[config.mk]
export PLATFORM = sky130hd
export DESIGN_NAME = rwlt_held_mem
export DESIGN_NICKNAME = d
export VERILOG_FILES = /design/src/rtl/rwlt_pkg.sv /design/src/rtl/rwlt_held_mem.sv
export SDC_FILE = /design/constraint.sdc
export NUM_CORES = 1
export LEC_CHECK = 0
export BUFFER_PORTS_ARGS = -buffer_cell sky130_fd_sc_hd__buf_2
export CAP_MARGIN = 10
export CORE_MARGIN = 3
export CORE_UTILIZATION = 45
export CTS_CLUSTER_SIZE = 28
export DETAILED_ROUTE_END_ITERATION = 8
export GPL_ROUTABILITY_DRIVEN = 0
export PLACE_DENSITY = 0.62
export SLEW_MARGIN = 0
export SYNTH_ARGS = -nofsm -noshare
export SYNTH_HDL_FRONTEND = slang
export SYNTH_SLANG_ARGS = --single-unit
[constraint.sdc]
create_clock -name clk -period 2.1 [get_ports clk]
set_input_delay 0.105 -clock clk [delete_from_list [all_inputs] [get_ports clk]]
set_output_delay 0.105 -clock clk [all_outputs]
set_load 0.01 [all_outputs]
[src/rtl/rwlt_pkg.sv]
`timescale 1ns / 1ps
`default_nettype none
// Shared types, codes and sizes for the reader-writer lock table engine.
// No dependencies.
package rwlt_pkg;
  localparam int NUM_LOCKS   = 256;
  localparam int LOCK_AW     = 8;
  localparam int HELD_DEPTH  = 64;
  localparam int HELD_AW     = 6;
  localparam int DEPTH_W     = 7;
  localparam int SHARED_BITS = 24;
  localparam int REF_W       = SHARED_BITS + 1;

  localparam logic [2:0] OP_INIT    = 3'd0;
  localparam logic [2:0] OP_ACQUIRE = 3'd1;
  localparam logic [2:0] OP_RETRY   = 3'd2;
  localparam logic [2:0] OP_DECLARE = 3'd3;
  localparam logic [2:0] OP_UNDECL  = 3'd4;
  localparam logic [2:0] OP_RELEASE = 3'd5;
  localparam logic [2:0] OP_RSINCE  = 3'd6;
  localparam logic [2:0] OP_QUERY   = 3'd7;

  localparam logic [1:0] M_SHARED = 2'd0;
  localparam logic [1:0] M_EXCL   = 2'd1;
  localparam logic [1:0] M_DECL   = 2'd2;

  localparam logic [2:0] ERR_OK       = 3'd0;
  localparam logic [2:0] ERR_FULL     = 3'd1;
  localparam logic [2:0] ERR_NOT_DECL = 3'd2;
  localparam logic [2:0] ERR_NOT_HELD = 3'd3;
  localparam logic [2:0] ERR_BAD_SAVE = 3'd4;
  localparam logic [2:0] ERR_BAD_MODE = 3'd5;

  localparam logic [2:0] ACT_REF_UP   = 3'd0;
  localparam logic [2:0] ACT_REF_DOWN = 3'd1;
  localparam logic [2:0] ACT_ATT_SH   = 3'd2;
  localparam logic [2:0] ACT_ATT_EX   = 3'd3;
  localparam logic [2:0] ACT_REL_SH   = 3'd4;
  localparam logic [2:0] ACT_REL_EX   = 3'd5;

  typedef struct packed {
    logic                   waiter;
    logic [REF_W-1:0]       refc;
    logic                   excl;
    logic [SHARED_BITS-1:0] shared;
  } word_t;

  typedef struct packed {
    logic [1:0]         mode;
    logic [LOCK_AW-1:0] lock;
  } hent_t;
endpackage
`default_nettype wire

[src/rtl/rwlt_held_mem.sv]
`timescale 1ns / 1ps
`default_nettype none
// Held list storage: one write port and one registered read port.
// Depends on rwlt_pkg.
module rwlt_held_mem import rwlt_pkg::*; (
  input  logic               clk,
  input  logic [HELD_AW-1:0] raddr,
  output hent_t              rdata,
  input  logic               we,
  input  logic [HELD_AW-1:0] waddr,
  input  hent_t              wdata
);
  hent_t mem [HELD_DEPTH];

  always_ff @(posedge clk) begin
    if (we) mem[waddr] <= wdata;
    rdata <= mem[raddr];
  end
endmodule
`default_nettype wire

==> run metrics <==
Final Cell Area 29800 um2; critical setup path kind register to register; max_slew headroom 0.397; post-synthesis cell area between 20000 and 30000 um2; Data arrival, critical path between 2 and 3 ns; pins over their slew limit 0; core box area 54500 um2; Mapped Nets around 1100; DRC errors left 0; Avg Vias per Cell between 5 and 6; I/O Buffers 33; cell breakdown of the critical path mux4_2, mux2_4, a2111oi_4, a221oi_2, a22o_1; #FFs+latches synth 650; drt pass-1 iters 5; largest area contributor in the netlist edfxtp_1; Final WS setup -0.00575 ns; pwr dens roughly 940 nW/um2; Clk Latency, worst-skew pair about 0.59 ns; NetSw roughly 5.7 mW; Ys Warns 0; Clk pin slew, worst setup/hold paths about 0.06 ns; critical path peak fanout 1; Mapped Avg Cell Area roughly 22 um2; DR iter-0 viols about 1400; final net count ~1400; H-Tree Depth 3; clock buffer depth 3; post-route insts no fill 2132; switch share 0.205; die area a little under 60000 um2; status finished, violations left; Post-DP HPWL ~37000 um; Area Overhead vs Synth 18.7%; highest-delay cell along the critical path mux4_2; failing checks negative setup slack; clock network power share 0.430; CP required 2.57 ns; Final Cycle Share 1.00; Buf/Inv on CP 0; Die Y around 240 um; placement row count 85; Max IR drop VDD between 600 and 700 uV; Detail Route Antenna Nets 0; final core utilization 0.547; initial core utilization 0.461; first-pass GRT wire length roughly 85000 um; minimum clock period ~2.1 ns; Vias about 12000; I/O pin count 34; max frequency ~470 MHz; most frequent cells in the layout edfxtp_1 (640), mux4_2 (160), buf_4 (157); largest cells by area after synthesis edfxtp_1 (77%), mux4_2 (14%), mux2i_1 (2.1%), nor2_1 (1.0%), dfxtp_1 (0.80%); Tot Pwr 28.0 mW; Top Family by Delay on Critical Path compound AO/OA/AOI/OAI gates; WL per Instance ~27 um; Post-Route WL approximately 57000 um; library cells used by synthesis 37; sequential fraction of the synthesis area 0.774; P_int ~22 mW; RSZ-0062 raised after global routing true; worst hold path class input pin to register; clock tree sinks 650; CP startpoint kind register; clock buffer count from CTS 69; largest net degree at the start of global routing 65; final setup vio count 1; Critical Path Max Stage Delay between 0.4 and 0.5 ns; dpl cells around 2000; vias in the first global route approximately 12000; cells after synthesis about 1100; Slew @ Worst Pin a little over 0.9 ns; GRT Total Usage 0.196; dpl ws -0.337 ns; placed inst area ~27000 um2; Gate power share 0.055; Leak 9.76 nW; commonest non-fill, non-tap cell in the layout edfxtp_1; initial antenna violation count 2; Synth top area share 0.766; TritonCTS clock tree yes; die width 242 um; Final Hold Fails 0; fillers 4181; max_cap viols 0; Final Skew between 0.015 and 0.02 ns; share of cells above drive strength 1 0.356; sequential power share 0.515; gr ovfl total 0; clk root buf clkbuf_16; CP Capture Type register
power by group through the flow:
| stage | Combinational (mW) | Clock [mW] | Sequential [mW] |
|---|---|---|---|
| after global routing | 1.65 | 12.9 | 14.4 |
| after detailed placement | 1.52 | 0 | 14.7 |
| after CTS | 1.56 | 12.3 | 14.4 |
| final | 1.54 | 12.0 | 14.4 |
| after global placement | 1.51 | 0 | 14.7 |
| after floorplan | 0.768 | 0 | 14.7 |
what timing repair did:
| action | CTS | global route |
|---|---|---|
| hold buffers | 3 | 0 |
| buffers inserted | 0 | 0 |
| hold endpoints to repair | 31 | 0 |
| pin swaps | 4 | 4 |
| resized for setup | 8 | 2 |
| setup endpoints to repair | 6 | 3 |
flip-flops by register name (all words and copies together) (netlist names):
name	flops
mem	640
rdata	10
Yosys cell counts (all sizes together):
| cell type | number |
|---|---|
| a2111oi | 6 |
| o22ai | 15 |
| a21oi | 1 |
| dfxtp | 10 |
| nor2b | 12 |
| nand2 | 8 |
| edfxtp | 640 |
| mux2i | 52 |
| mux4 | 160 |
| and2 | 4 |
| nand3b | 4 |
| a211oi | 9 |
| o21ai | 4 |
| nand4b | 1 |
| nand4 | 2 |
| nor2 | 70 |
| nand2b | 6 |
| or3 | 2 |
| or3b | 1 |
| o31ai | 3 |
| nand3 | 7 |
| o211ai | 3 |
| a22o | 6 |
| a221oi | 6 |
| o221ai | 1 |
| a22oi | 9 |
| nor3 | 2 |
| buf | 37 |
| clkbuf | 25 |
| mux2 | 12 |
routing by layer:
layer | GRT usage | share of wire
met3 | 0.0387 | 0.067
met5 | 0 | 0.00023
met1 | 0.288 | 0.43
met4 | 0.0553 | 0.027
met2 | 0.304 | 0.47
per-stage QoR:
step / hold WS (ns) / TNS, ns
5_1_grt: 0.0753 / -0.0235
3_3_place_gp: 0.512 / -1.70
2_1_floorplan: 0.204 / 0
3_5_place_dp: 0.508 / -1.63
4_1_cts: 0.0438 / 0
6_report: 0.0755 / -0.00575
path summary, 6_finish.rpt:
kind | start | endpoint | slack (ns) | depth (start not counted)
worst max-delay path | mem[55][9]$_DFFE_PP_ | rdata[9]$_DFF_P_ | -0.006 | 5
worst max register to register | mem[55][9]$_DFFE_PP_ | rdata[9]$_DFF_P_ | -0.006 | 5
worst min register to register | mem[0][4]$_DFFE_PP_ | rdata[4]$_DFF_P_ | 0.92 | 4
worst min-delay path | wdata[8] | mem[19][8]$_DFFE_PP_ | 0.08 | 1
cell families (layout without fill, tap and decap cells):
logic type             Yosys count  after routing  synth area share
AO/OA/AOI/OAI                   63             63            0.0208
flip-flops                     650            650             0.774
AND/OR/NAND/NOR                119            119            0.0218
other                            0              1                 0
multiplexers                   224            224             0.170
buffers and inverters           62            336            0.0134
final cells by class:
class / instances / area, um2 / area share
timing repair buffer: 211 / 1770 / 0.0592
clock buffer: 90 / 1890 / 0.0634
multi-input combinational: 406 / 5440 / 0.183
antenna: 1 / 2.50 / 0.0000840
tap: 739 / 925 / 0.0310
clock inverter: 35 / 363 / 0.0122
sequential: 650 / 19400 / 0.652
No activity file was read; power rests on OpenSTA's default activity.
