### src/rtl/rwlt_pkg.sv
`timescale 1ns / 1ps
`default_nettype none
// Shared types, codes and sizes for the reader-writer lock table engine.
// No dependencies.
package rwlt_pkg;
  localparam int NUM_LOCKS   = 256;
  localparam int LOCK_AW     = 8;
  localparam int HELD_DEPTH  = 64;
  localparam int HELD_AW     = 6;
  localparam int DEPTH_W     = 7;
  localparam int SHARED_BITS = 24;
  localparam int REF_W       = SHARED_BITS + 1;

  localparam logic [2:0] OP_INIT    = 3'd0;
  localparam logic [2:0] OP_ACQUIRE = 3'd1;
  localparam logic [2:0] OP_RETRY   = 3'd2;
  localparam logic [2:0] OP_DECLARE = 3'd3;
  localparam logic [2:0] OP_UNDECL  = 3'd4;
  localparam logic [2:0] OP_RELEASE = 3'd5;
  localparam logic [2:0] OP_RSINCE  = 3'd6;
  localparam logic [2:0] OP_QUERY   = 3'd7;

  localparam logic [1:0] M_SHARED = 2'd0;
  localparam logic [1:0] M_EXCL   = 2'd1;
  localparam logic [1:0] M_DECL   = 2'd2;

  localparam logic [2:0] ERR_OK       = 3'd0;
  localparam logic [2:0] ERR_FULL     = 3'd1;
  localparam logic [2:0] ERR_NOT_DECL = 3'd2;
  localparam logic [2:0] ERR_NOT_HELD = 3'd3;
  localparam logic [2:0] ERR_BAD_SAVE = 3'd4;
  localparam logic [2:0] ERR_BAD_MODE = 3'd5;

  localparam logic [2:0] ACT_REF_UP   = 3'd0;
  localparam logic [2:0] ACT_REF_DOWN = 3'd1;
  localparam logic [2:0] ACT_ATT_SH   = 3'd2;
  localparam logic [2:0] ACT_ATT_EX   = 3'd3;
  localparam logic [2:0] ACT_REL_SH   = 3'd4;
  localparam logic [2:0] ACT_REL_EX   = 3'd5;

  typedef struct packed {
    logic                   waiter;
    logic [REF_W-1:0]       refc;
    logic                   excl;
    logic [SHARED_BITS-1:0] shared;
  } word_t;

  typedef struct packed {
    logic [1:0]         mode;
    logic [LOCK_AW-1:0] lock;
  } hent_t;
endpackage
`default_nettype wire

### src/rtl/rwlt_word_unit.sv
`timescale 1ns / 1ps
`default_nettype none
// Shared update unit that applies one action to a lock word.
// Depends on rwlt_pkg.
module rwlt_word_unit import rwlt_pkg::*; (
  input  word_t      w_in,
  input  logic [2:0] act,
  output word_t      w_out,
  output logic       grant
);
  logic [REF_W-1:0] ref_dn;

  always_comb begin
    ref_dn = (w_in.refc != '0) ? w_in.refc - 1'b1 : w_in.refc;
    w_out = w_in;
    grant = 1'b0;
    case (act)
      ACT_REF_UP: begin
        if (w_in.refc != '1) w_out.refc = w_in.refc + 1'b1;
      end
      ACT_REF_DOWN: w_out.refc = ref_dn;
      ACT_ATT_EX: begin
        if (w_in.shared == '0 && !w_in.excl) begin
          w_out.excl = 1'b1;
          w_out.waiter = 1'b0;
          grant = 1'b1;
        end else begin
          w_out.waiter = 1'b1;
        end
      end
      ACT_ATT_SH: begin
        if (!w_in.excl && !w_in.waiter && w_in.shared != '1) begin
          w_out.shared = w_in.shared + 1'b1;
          grant = 1'b1;
        end
      end
      ACT_REL_SH: begin
        if (w_in.shared != '0) w_out.shared = w_in.shared - 1'b1;
        w_out.refc = ref_dn;
      end
      ACT_REL_EX: begin
        w_out.excl = 1'b0;
        w_out.refc = ref_dn;
      end
      default: w_out = w_in;
    endcase
  end
endmodule
`default_nettype wire

### config.mk
export PLATFORM = sky130hd
export DESIGN_NAME = rwlt_word_unit
export DESIGN_NICKNAME = d
export VERILOG_FILES = /design/src/rtl/rwlt_pkg.sv /design/src/rtl/rwlt_word_unit.sv
export SDC_FILE = /design/constraint.sdc
export NUM_CORES = 1
export LEC_CHECK = 0
export BUFFER_PORTS_ARGS = -buffer_cell sky130_fd_sc_hd__buf_2
export CAP_MARGIN = 0
export CORE_UTILIZATION = 49
export DETAILED_ROUTE_END_ITERATION = 6
export PLACE_DENSITY = 0.95
export SLEW_MARGIN = 5
export SYNTH_ARGS = -nofsm -noshare
export SYNTH_HDL_FRONTEND = slang
export SYNTH_SLANG_ARGS = --single-unit
### constraint.sdc
create_clock -name vclk -period 3.07
set_input_delay 0.614 -clock vclk [all_inputs]
set_output_delay 0.614 -clock vclk [all_outputs]
set_load 0.01 [all_outputs]
==> impl_metrics.yaml, run 1 <==
run_status:
  status: "complete, but fails checks"
  failed_checks: "DRC, setup timing"
pwr:
  power_leakage_nw: 1.47
  ir_drop_uv: 87.3
  power.density_nw_per_um2: 99.5
yosys:
  syn_inst: 311
  avgSynthCellArea_um2: 6.71
  synth_top_cell_by_area: "xnor2_1"
  synth_nets: 369
  synth_top_area_share: 0.113
  ys_types: 61
  synth_area_um2: 2090
  ys_seq_area_frac: 0
  synth_area_leaders: "xnor2_1 11%, xor2_1 7.1%, nor2_1 5.9%"
  yosys_warnings: 0
final_layout:
  drive_above_1_share: 0.493
  regArea_um2: 0
  clock_buffers: 0
  area_growth_pct: 64.4
  fin_nets: 533
  antennaDiodeCount: 0
  layout.cells.non_filler: 523
  stdcell_area_um2: 3430
  seq_cell_count: 0
  final_cell_mix: "100 x buf_2, 70 x buf_4, 31 x nor2_1"
  mostFrequentLayoutCell: "buf_2"
flow_run:
  cap_violations: 0
sta:
  finalHoldViolCount: 0
  min_period_over_period: 1.02
  maxSlewViolCount: 0
  clock.fmax_mhz: 320
  whs_ns: 1.55
  rsz0062_at_grt: "yes"
  finalWorstSetupSlack_ns: -0.0553
  maxSlewHeadroom: 0.584
  final-setup-viol-count: 12
  worst_slew_pin_slew_ns: 0.622
  period_minus_slack_ns: 3.13
place:
  portBuffers: 106
  routabilityCongestion: 0.949
  post-dp-hpwl_mm: 6.62
  dpl.cell_count: 515
  dpl_worst_slack_ns: -0.171
  placed_cell_area_um2: 3070
floorplan:
  die_area_um2: 4530
  start_util: 0.515
  num_io_pins: 106
  die_y_um: 67.3
  core_um2: 4060
  std_cell_rows: 23
  die_x_um: 67.3
critical_path:
  worstPathRequired_ns: 2.46
  crit_path_end_kind: "output port"
  critPathMaxFanout: 6
  crit_chain: "buf_2 -> or4_4 -> nand2b_4 -> nor4_4 -> buf_4 -> nor2_4 -> a211oi_2 -> a211oi_2 -> buf_2"
  crit_cells: 9
  critPathLaunchType: "input pin"
  crit_path_max_incr_delay_ns: 0.55
  path_buf_inv: 3
  slowest_stage: "or4_4"
  crit_type: "input pin to output port"
  crit_family: "simple AND/OR/NAND/NOR gates"
  worstPathArrival_ns: 2.51
route:
  drcViolationCount: 2
  wl_per_cell_um: 18.8
  ant_nets: 0
  via_per_inst: 6.69
  drt-total-wl_mm: 9.83
  first_iter_violations: 372
  vias: 3497
  firstDrtPassIters: 7
global_route:
  grt_overflow: 0
  antenna_found_initial: 0
  grt_pass1_vias: 2998
  grt_max_degree: 10
  grt_pass1_wl_mm: 13.5
  grt_use_total: 0.379
min_path:
  hold_path.class: "input pin to output port"
  hold_depth: 3
metal layers:
layer | track usage | vias to the layer above | part of all wire
li1 | - | 1523 | -
met1 | 0.426 | 1567 | 0.35
met3 | 0.0743 | 70 | 0.091
met2 | 0.664 | 337 | 0.50
met4 | 0.210 | 0 | 0.057
met5 | 0 | - | 0
cells in the mapped netlist, drive strengths merged (4+ instances only):
library cell	number
nor4	15
a31oi	10
nor2	33
o32ai	8
ha	4
xnor2	27
and4	7
and2	5
inv	9
o31ai	6
xor2	17
nor3	19
a21oi	11
nand2b	4
o21ai	5
nand4	9
and3	7
buf	6
or3	8
clkbuf	11
nand2	24
nand3	19
tightest hold or removal path, delay by kind of cell:
| kind | cells | cell delay (ns) |
|---|---|---|
| buffers and inverters | 2 | 0.25 |
| XOR/XNOR | 1 | 0.07 |
power by group:
part           switching, mW  internal (mW)  total, mW  leakage, nW
Combinational          0.194          0.148      0.342         1.47
Clock                      0              0          0            0
Sequential                 0              0          0            0
Total                  0.194          0.148      0.342         1.47
final timing paths:
kind | slack [ns] | endpoint | from
hold / removal | 1.55 | w_out[36] | w_in[36]
setup / recovery | -0.06 | w_out[26] | w_in[35]
what timing repair did:
item	CTS	global route
setup endpoints to repair	22	40
resized for setup	11	51
buffers inserted	2	6
hold endpoints to repair	0	0
pin swaps	8	18
hold buffers	0	0
cell type report:
class / count / area (µm²)
fillers: 228 / 624
inverters: 9 / 33.8
multi-input cells: 284 / 2200
well taps: 50 / 62.6
repair buffers: 180 / 1130
logic make-up (layout without fill, tap and decap cells):
logic type,after synthesis,after routing,synth area share
simple gates,166,166,0.469
buf+inv,27,189,0.0695
compound gates,69,69,0.249
xor+xnor,44,44,0.185
fa+ha+maj,4,4,0.0240
mux,1,1,0.00479
metrics by stage:
stage | utilization | power, mW | TNS [ns]
5_1_grt | 0.846 | 0.363 | -2.98
3_5_place_dp | 0.755 | 0.298 | -1.13
2_1_floorplan | - | 0.143 | 0
3_3_place_gp | 0.755 | 0.285 | -0.0459
4_1_cts | 0.775 | 0.305 | 0
6_report | 0.846 | 0.342 | -0.370
Power figures use the tool's default switching activity.
==> run 2: changes to the inputs <==
--- a/config.mk
+++ b/config.mk
@@ -7,9 +7,9 @@
 export LEC_CHECK = 0
 export BUFFER_PORTS_ARGS = -buffer_cell sky130_fd_sc_hd__buf_2
 export CAP_MARGIN = 0
-export CORE_UTILIZATION = 49
+export CORE_UTILIZATION = 40
 export DETAILED_ROUTE_END_ITERATION = 6
-export PLACE_DENSITY = 0.95
+export PLACE_DENSITY = 0.83
 export SLEW_MARGIN = 5
 export SYNTH_ARGS = -nofsm -noshare
 export SYNTH_HDL_FRONTEND = slang
==> impl_metrics.yaml, run 2 (synthesis gave the netlist of run 1 again) <==
floorplan:
  std_cell_rows: 25
  die_area_um2: 5510
  num_io_pins: 106
  die_y_um: 74.3
  core_um2: 4880
  start_util: 0.428
  die_x_um: 74.3
critical_path:
  crit_path_max_incr_delay_ns: 0.55
  crit_chain: "buf_6 -> or4_4 -> nand4bb_4 -> buf_4 -> o32ai_1 -> xor2_1 -> buf_2"
  crit_family: "simple AND/OR/NAND/NOR gates"
  slowest_stage: "or4_4"
  worstPathArrival_ns: 2.48
  worstPathRequired_ns: 2.46
  critPathMaxFanout: 5
  crit_type: "input pin to output port"
  crit_cells: 7
  path_buf_inv: 3
  critPathLaunchType: "input pin"
  crit_path_end_kind: "output port"
pwr:
  power.density_nw_per_um2: 97.1
  power_leakage_nw: 1.46
  ir_drop_uv: 65.6
final_layout:
  final_cell_mix: "102 x buf_2, 70 x buf_4, 28 x nor2_1"
  regArea_um2: 0
  drive_above_1_share: 0.532
  clock_buffers: 0
  mostFrequentLayoutCell: "buf_2"
  fin_nets: 532
  stdcell_area_um2: 3550
  seq_cell_count: 0
  antennaDiodeCount: 0
  area_growth_pct: 69.9
place:
  post-dp-hpwl_mm: 6.31
  routabilityCongestion: 0.976
  portBuffers: 106
  dpl_worst_slack_ns: -0.0701
  placed_cell_area_um2: 3100
sta:
  rsz0062_at_grt: "yes"
  period_minus_slack_ns: 3.10
  worst_slew_pin_slew_ns: 0.392
  finalHoldViolCount: 0
  finalWorstSetupSlack_ns: -0.0278
  clock.fmax_mhz: 323
  maxSlewHeadroom: 0.738
  min_period_over_period: 1.01
  final-setup-viol-count: 1
  maxSlewViolCount: 0
global_route:
  grt_overflow: 0
  antenna_found_initial: 0
  grt_use_total: 0.275
  grt_pass1_vias: 2913
  grt_pass1_wl_mm: 12.5
  grt_max_degree: 10
route:
  via_per_inst: 6.22
  drt-total-wl_mm: 9.35
  first_iter_violations: 175
  wl_per_cell_um: 17.3
  vias: 3350
  ant_nets: 0
  drcViolationCount: 0
  firstDrtPassIters: 5
min_path:
  hold_depth: 3
  hold_path.class: "input pin to output port"
clock_tree:
  hold_buffers: 0
run_status:
  status: "complete, but fails checks"
  failed_checks: "setup timing"
flow_run:
  cap_violations: 0
run 2: cell count changes in the layout (fill, tap and decap cells not counted), moves of 3 or more:
| cell | before | now |
|---|---|---|
| nor4_1 | 7 | 4 |
| nor2_1 | 31 | 28 |
| nor2_2 | 1 | 5 |
| buf_6 | 9 | 5 |
run 2: path summary, 6_finish.rpt:
kind	from	end
max	w_in[36]	w_out[48]
min	w_in[20]	w_out[20]
run 2: final cells by class:
type / count / area (µm²)
inverter: 9 / 33.8
timing repair buffer: 179 / 1110
multi-input combinational: 284 / 2320
fill: 369 / 1330
tap: 67 / 83.8
run 2: per-stage QoR:
step | cells | hold slack, ns | power, mW | TNS [ns] | util
final | 539 | 1.54 | 0.344 | -0.0278 | 0.727
after global routing | 539 | 1.57 | 0.368 | -1.46 | 0.727
after CTS | 534 | 1.54 | 0.304 | 0 | 0.646
after detailed placement | 534 | 1.54 | 0.299 | -0.497 | 0.636
after global placement | 534 | 1.53 | 0.291 | -0.0250 | 0.636
after floorplan | 311 | 1.31 | 0.143 | 0 | -
run 2: worst min-delay path: cells and delay by family:
kind / cells / cell delay [ns]
buf+inv: 2 / 0.25
xor+xnor: 1 / 0.06
run 2: power breakdown:
part / switching, mW / internal (mW) / total, mW
Combinational: 0.195 / 0.149 / 0.344
Sequential: 0 / 0 / 0
Clock: 0 / 0 / 0
run 2: metal layers:
| layer | vias to the layer above | track usage | share of wire |
|---|---|---|---|
| met5 | - | 0 | 0 |
| met4 | 0 | 0.0797 | 0.036 |
| met3 | 50 | 0.0203 | 0.076 |
| met2 | 214 | 0.528 | 0.52 |
| met1 | 1566 | 0.324 | 0.37 |
| li1 | 1520 | - | - |
run 2: repair_timing:
action | in CTS | in global routing
setup endpoints to repair | 14 | 40
pin swaps | 6 | 26
gates resized for setup | 8 | 70
setup buffers | 0 | 5
==> run 3: changes to the inputs <==
--- a/config.mk
+++ b/config.mk
@@ -10,6 +10,7 @@
 export CORE_UTILIZATION = 40
 export DETAILED_ROUTE_END_ITERATION = 6
 export PLACE_DENSITY = 0.83
+export SKIP_LAST_GASP = 1
 export SLEW_MARGIN = 5
 export SYNTH_ARGS = -nofsm -noshare
 export SYNTH_HDL_FRONTEND = slang
==> impl_metrics.yaml, run 3 (synthesis gave the netlist of run 1 again) <==
critical_path:
  worstPathRequired_ns: 2.46
  crit_type: "input pin to output port"
  critPathMaxFanout: 4
  critPathLaunchType: "input pin"
  worstPathArrival_ns: 2.63
  crit_path_end_kind: "output port"
floorplan:
  start_util: 0.428
  core_um2: 4880
  die_y_um: 74.3
  num_io_pins: 106
  die_x_um: 74.3
  die_area_um2: 5510
  std_cell_rows: 25
sta:
  maxSlewViolCount: 0
  clock.fmax_mhz: 308
  period_minus_slack_ns: 3.24
  min_period_over_period: 1.06
  finalWorstSetupSlack_ns: -0.174
  worst_slew_pin_slew_ns: 0.449
  final-setup-viol-count: 4
  fin_tns_setup_ns: -0.225
  finalHoldViolCount: 0
  maxSlewHeadroom: 0.700
  rsz0062_at_grt: "yes"
run_status:
  status: "complete, but fails checks"
  failed_checks: "setup timing"
route:
  routed.top_layer: "met4"
  vias: 3317
  drt-total-wl_mm: 9.05
  first_iter_violations: 168
  via_per_inst: 6.15
  ant_nets: 0
  met2_wirelength_mm: 4.74
  drcViolationCount: 0
  wl_per_cell_um: 16.8
  wl_met3_um: 713
  firstDrtPassIters: 4
  m1WireLength_mm: 3.30
global_route:
  grt_use_total: 0.275
  antenna_found_initial: 0
  grt_overflow: 0
  grt_pass1_wl_mm: 12.5
  grt_pass1_vias: 2913
  grt_max_degree: 10
final_layout:
  area_growth_pct: 68.6
  fill_cells: 379
  stdcell_area_um2: 3520
  utilization: 0.722
  seq_cell_count: 0
  fin_nets: 532
  final_cell_mix: "103 x buf_2, 70 x buf_4, 28 x nor2_1"
  mostFrequentLayoutCell: "buf_2"
  clock_buffers: 0
  drive_above_1_share: 0.521
  layout.cells.non_filler: 539
  regArea_um2: 0
  antennaDiodeCount: 0
place:
  placed_cell_area_um2: 3100
  dpl_worst_slack_ns: -0.0701
  routabilityCongestion: 0.976
  post-dp-hpwl_mm: 6.31
  dpl.cell_count: 534
  portBuffers: 106
min_path:
  hold_depth: 3
  min_to: "w_out[38]"
  hold_path_startpoint: "w_in[38]"
  hold_path.class: "input pin to output port"
pwr:
  power.density_nw_per_um2: 96.5
  power_leakage_nw: 1.45
  ir_drop_uv: 65.8
flow_run:
  cap_violations: 0
==> run 3: cell types whose count changed in the layout (fill, tap and decap cells not counted) <==
cell / delta
or4b_4: -1
or4b_1: +1
nand3_1: +1
buf_2: +1
nand2_2: -1
or3_4: -1
nor3_2: -1
or3_1: +1
nand2_1: +1
nand3_2: -1
nor3_1: +1
buf_6: -1
==> run 3: critical path: stages <==
cell	delay [ns]
buf_2	0.13
nor4_4	0.28
buf_4	0.16
nand2_1	0.07
or3_4	0.37
o311ai_2	0.22
buf_4	0.19
o31ai_2	0.08
xor2_1	0.31
buf_2	0.21
==> run 3: area by class of cell <==
cell class | instances | area [µm²] | share of cell area
multi-input cells | 284 | 2290 | 0.652
repair buffers | 179 | 1110 | 0.315
well taps | 67 | 83.8 | 0.0238
inverters | 9 | 33.8 | 0.00959
==> run 3: power by group <==
group / internal (mW) / switching, mW
Clock: 0 / 0
Sequential: 0 / 0
Combinational: 0.148 / 0.191
Total: 0.148 / 0.191
==> run 3: through the flow <==
step / total power [mW] / hold slack, ns
after floorplan: 0.143 / 1.31
after global placement: 0.291 / 1.53
after detailed placement: 0.299 / 1.54
after CTS: 0.304 / 1.54
after global routing: 0.364 / 1.57
final: 0.340 / 1.54
==> run 3: metal layers <==
layer  vias to the layer above  global-route usage
met2                       222               0.528
met1                      1534               0.324
met5                         -                   0
li1                       1520                   -
met3                        41              0.0203
met4                         0              0.0797
==> run 3: worst max path at each step <==
| stage | start | endpoint | slack [ns] | depth (start not counted) |
|---|---|---|---|---|
| after detailed placement | w_in[35] | w_out[29] | -0.07 | 8 |
| after floorplan | w_in[2] | w_out[20] | 0.04 | 7 |
| after CTS | act[1] | w_out[4] | 0.002 | 9 |
| after global placement | w_in[2] | w_out[20] | -0.03 | 8 |
| after global routing | w_in[41] | w_out[39] | -0.30 | 10 |
| final | w_in[41] | w_out[39] | -0.17 | 10 |
==> run 3: timing repair <==
item / 4_1_cts / 5_1_grt
cloned: 0 / 0
endpoints found under the setup margin: 14 / 40
hold buffers: 0 / 0
endpoints found under the hold margin: 0 / 0
setup buffers: 0 / 5
resized for setup: 8 / 64
pin swaps: 6 / 25
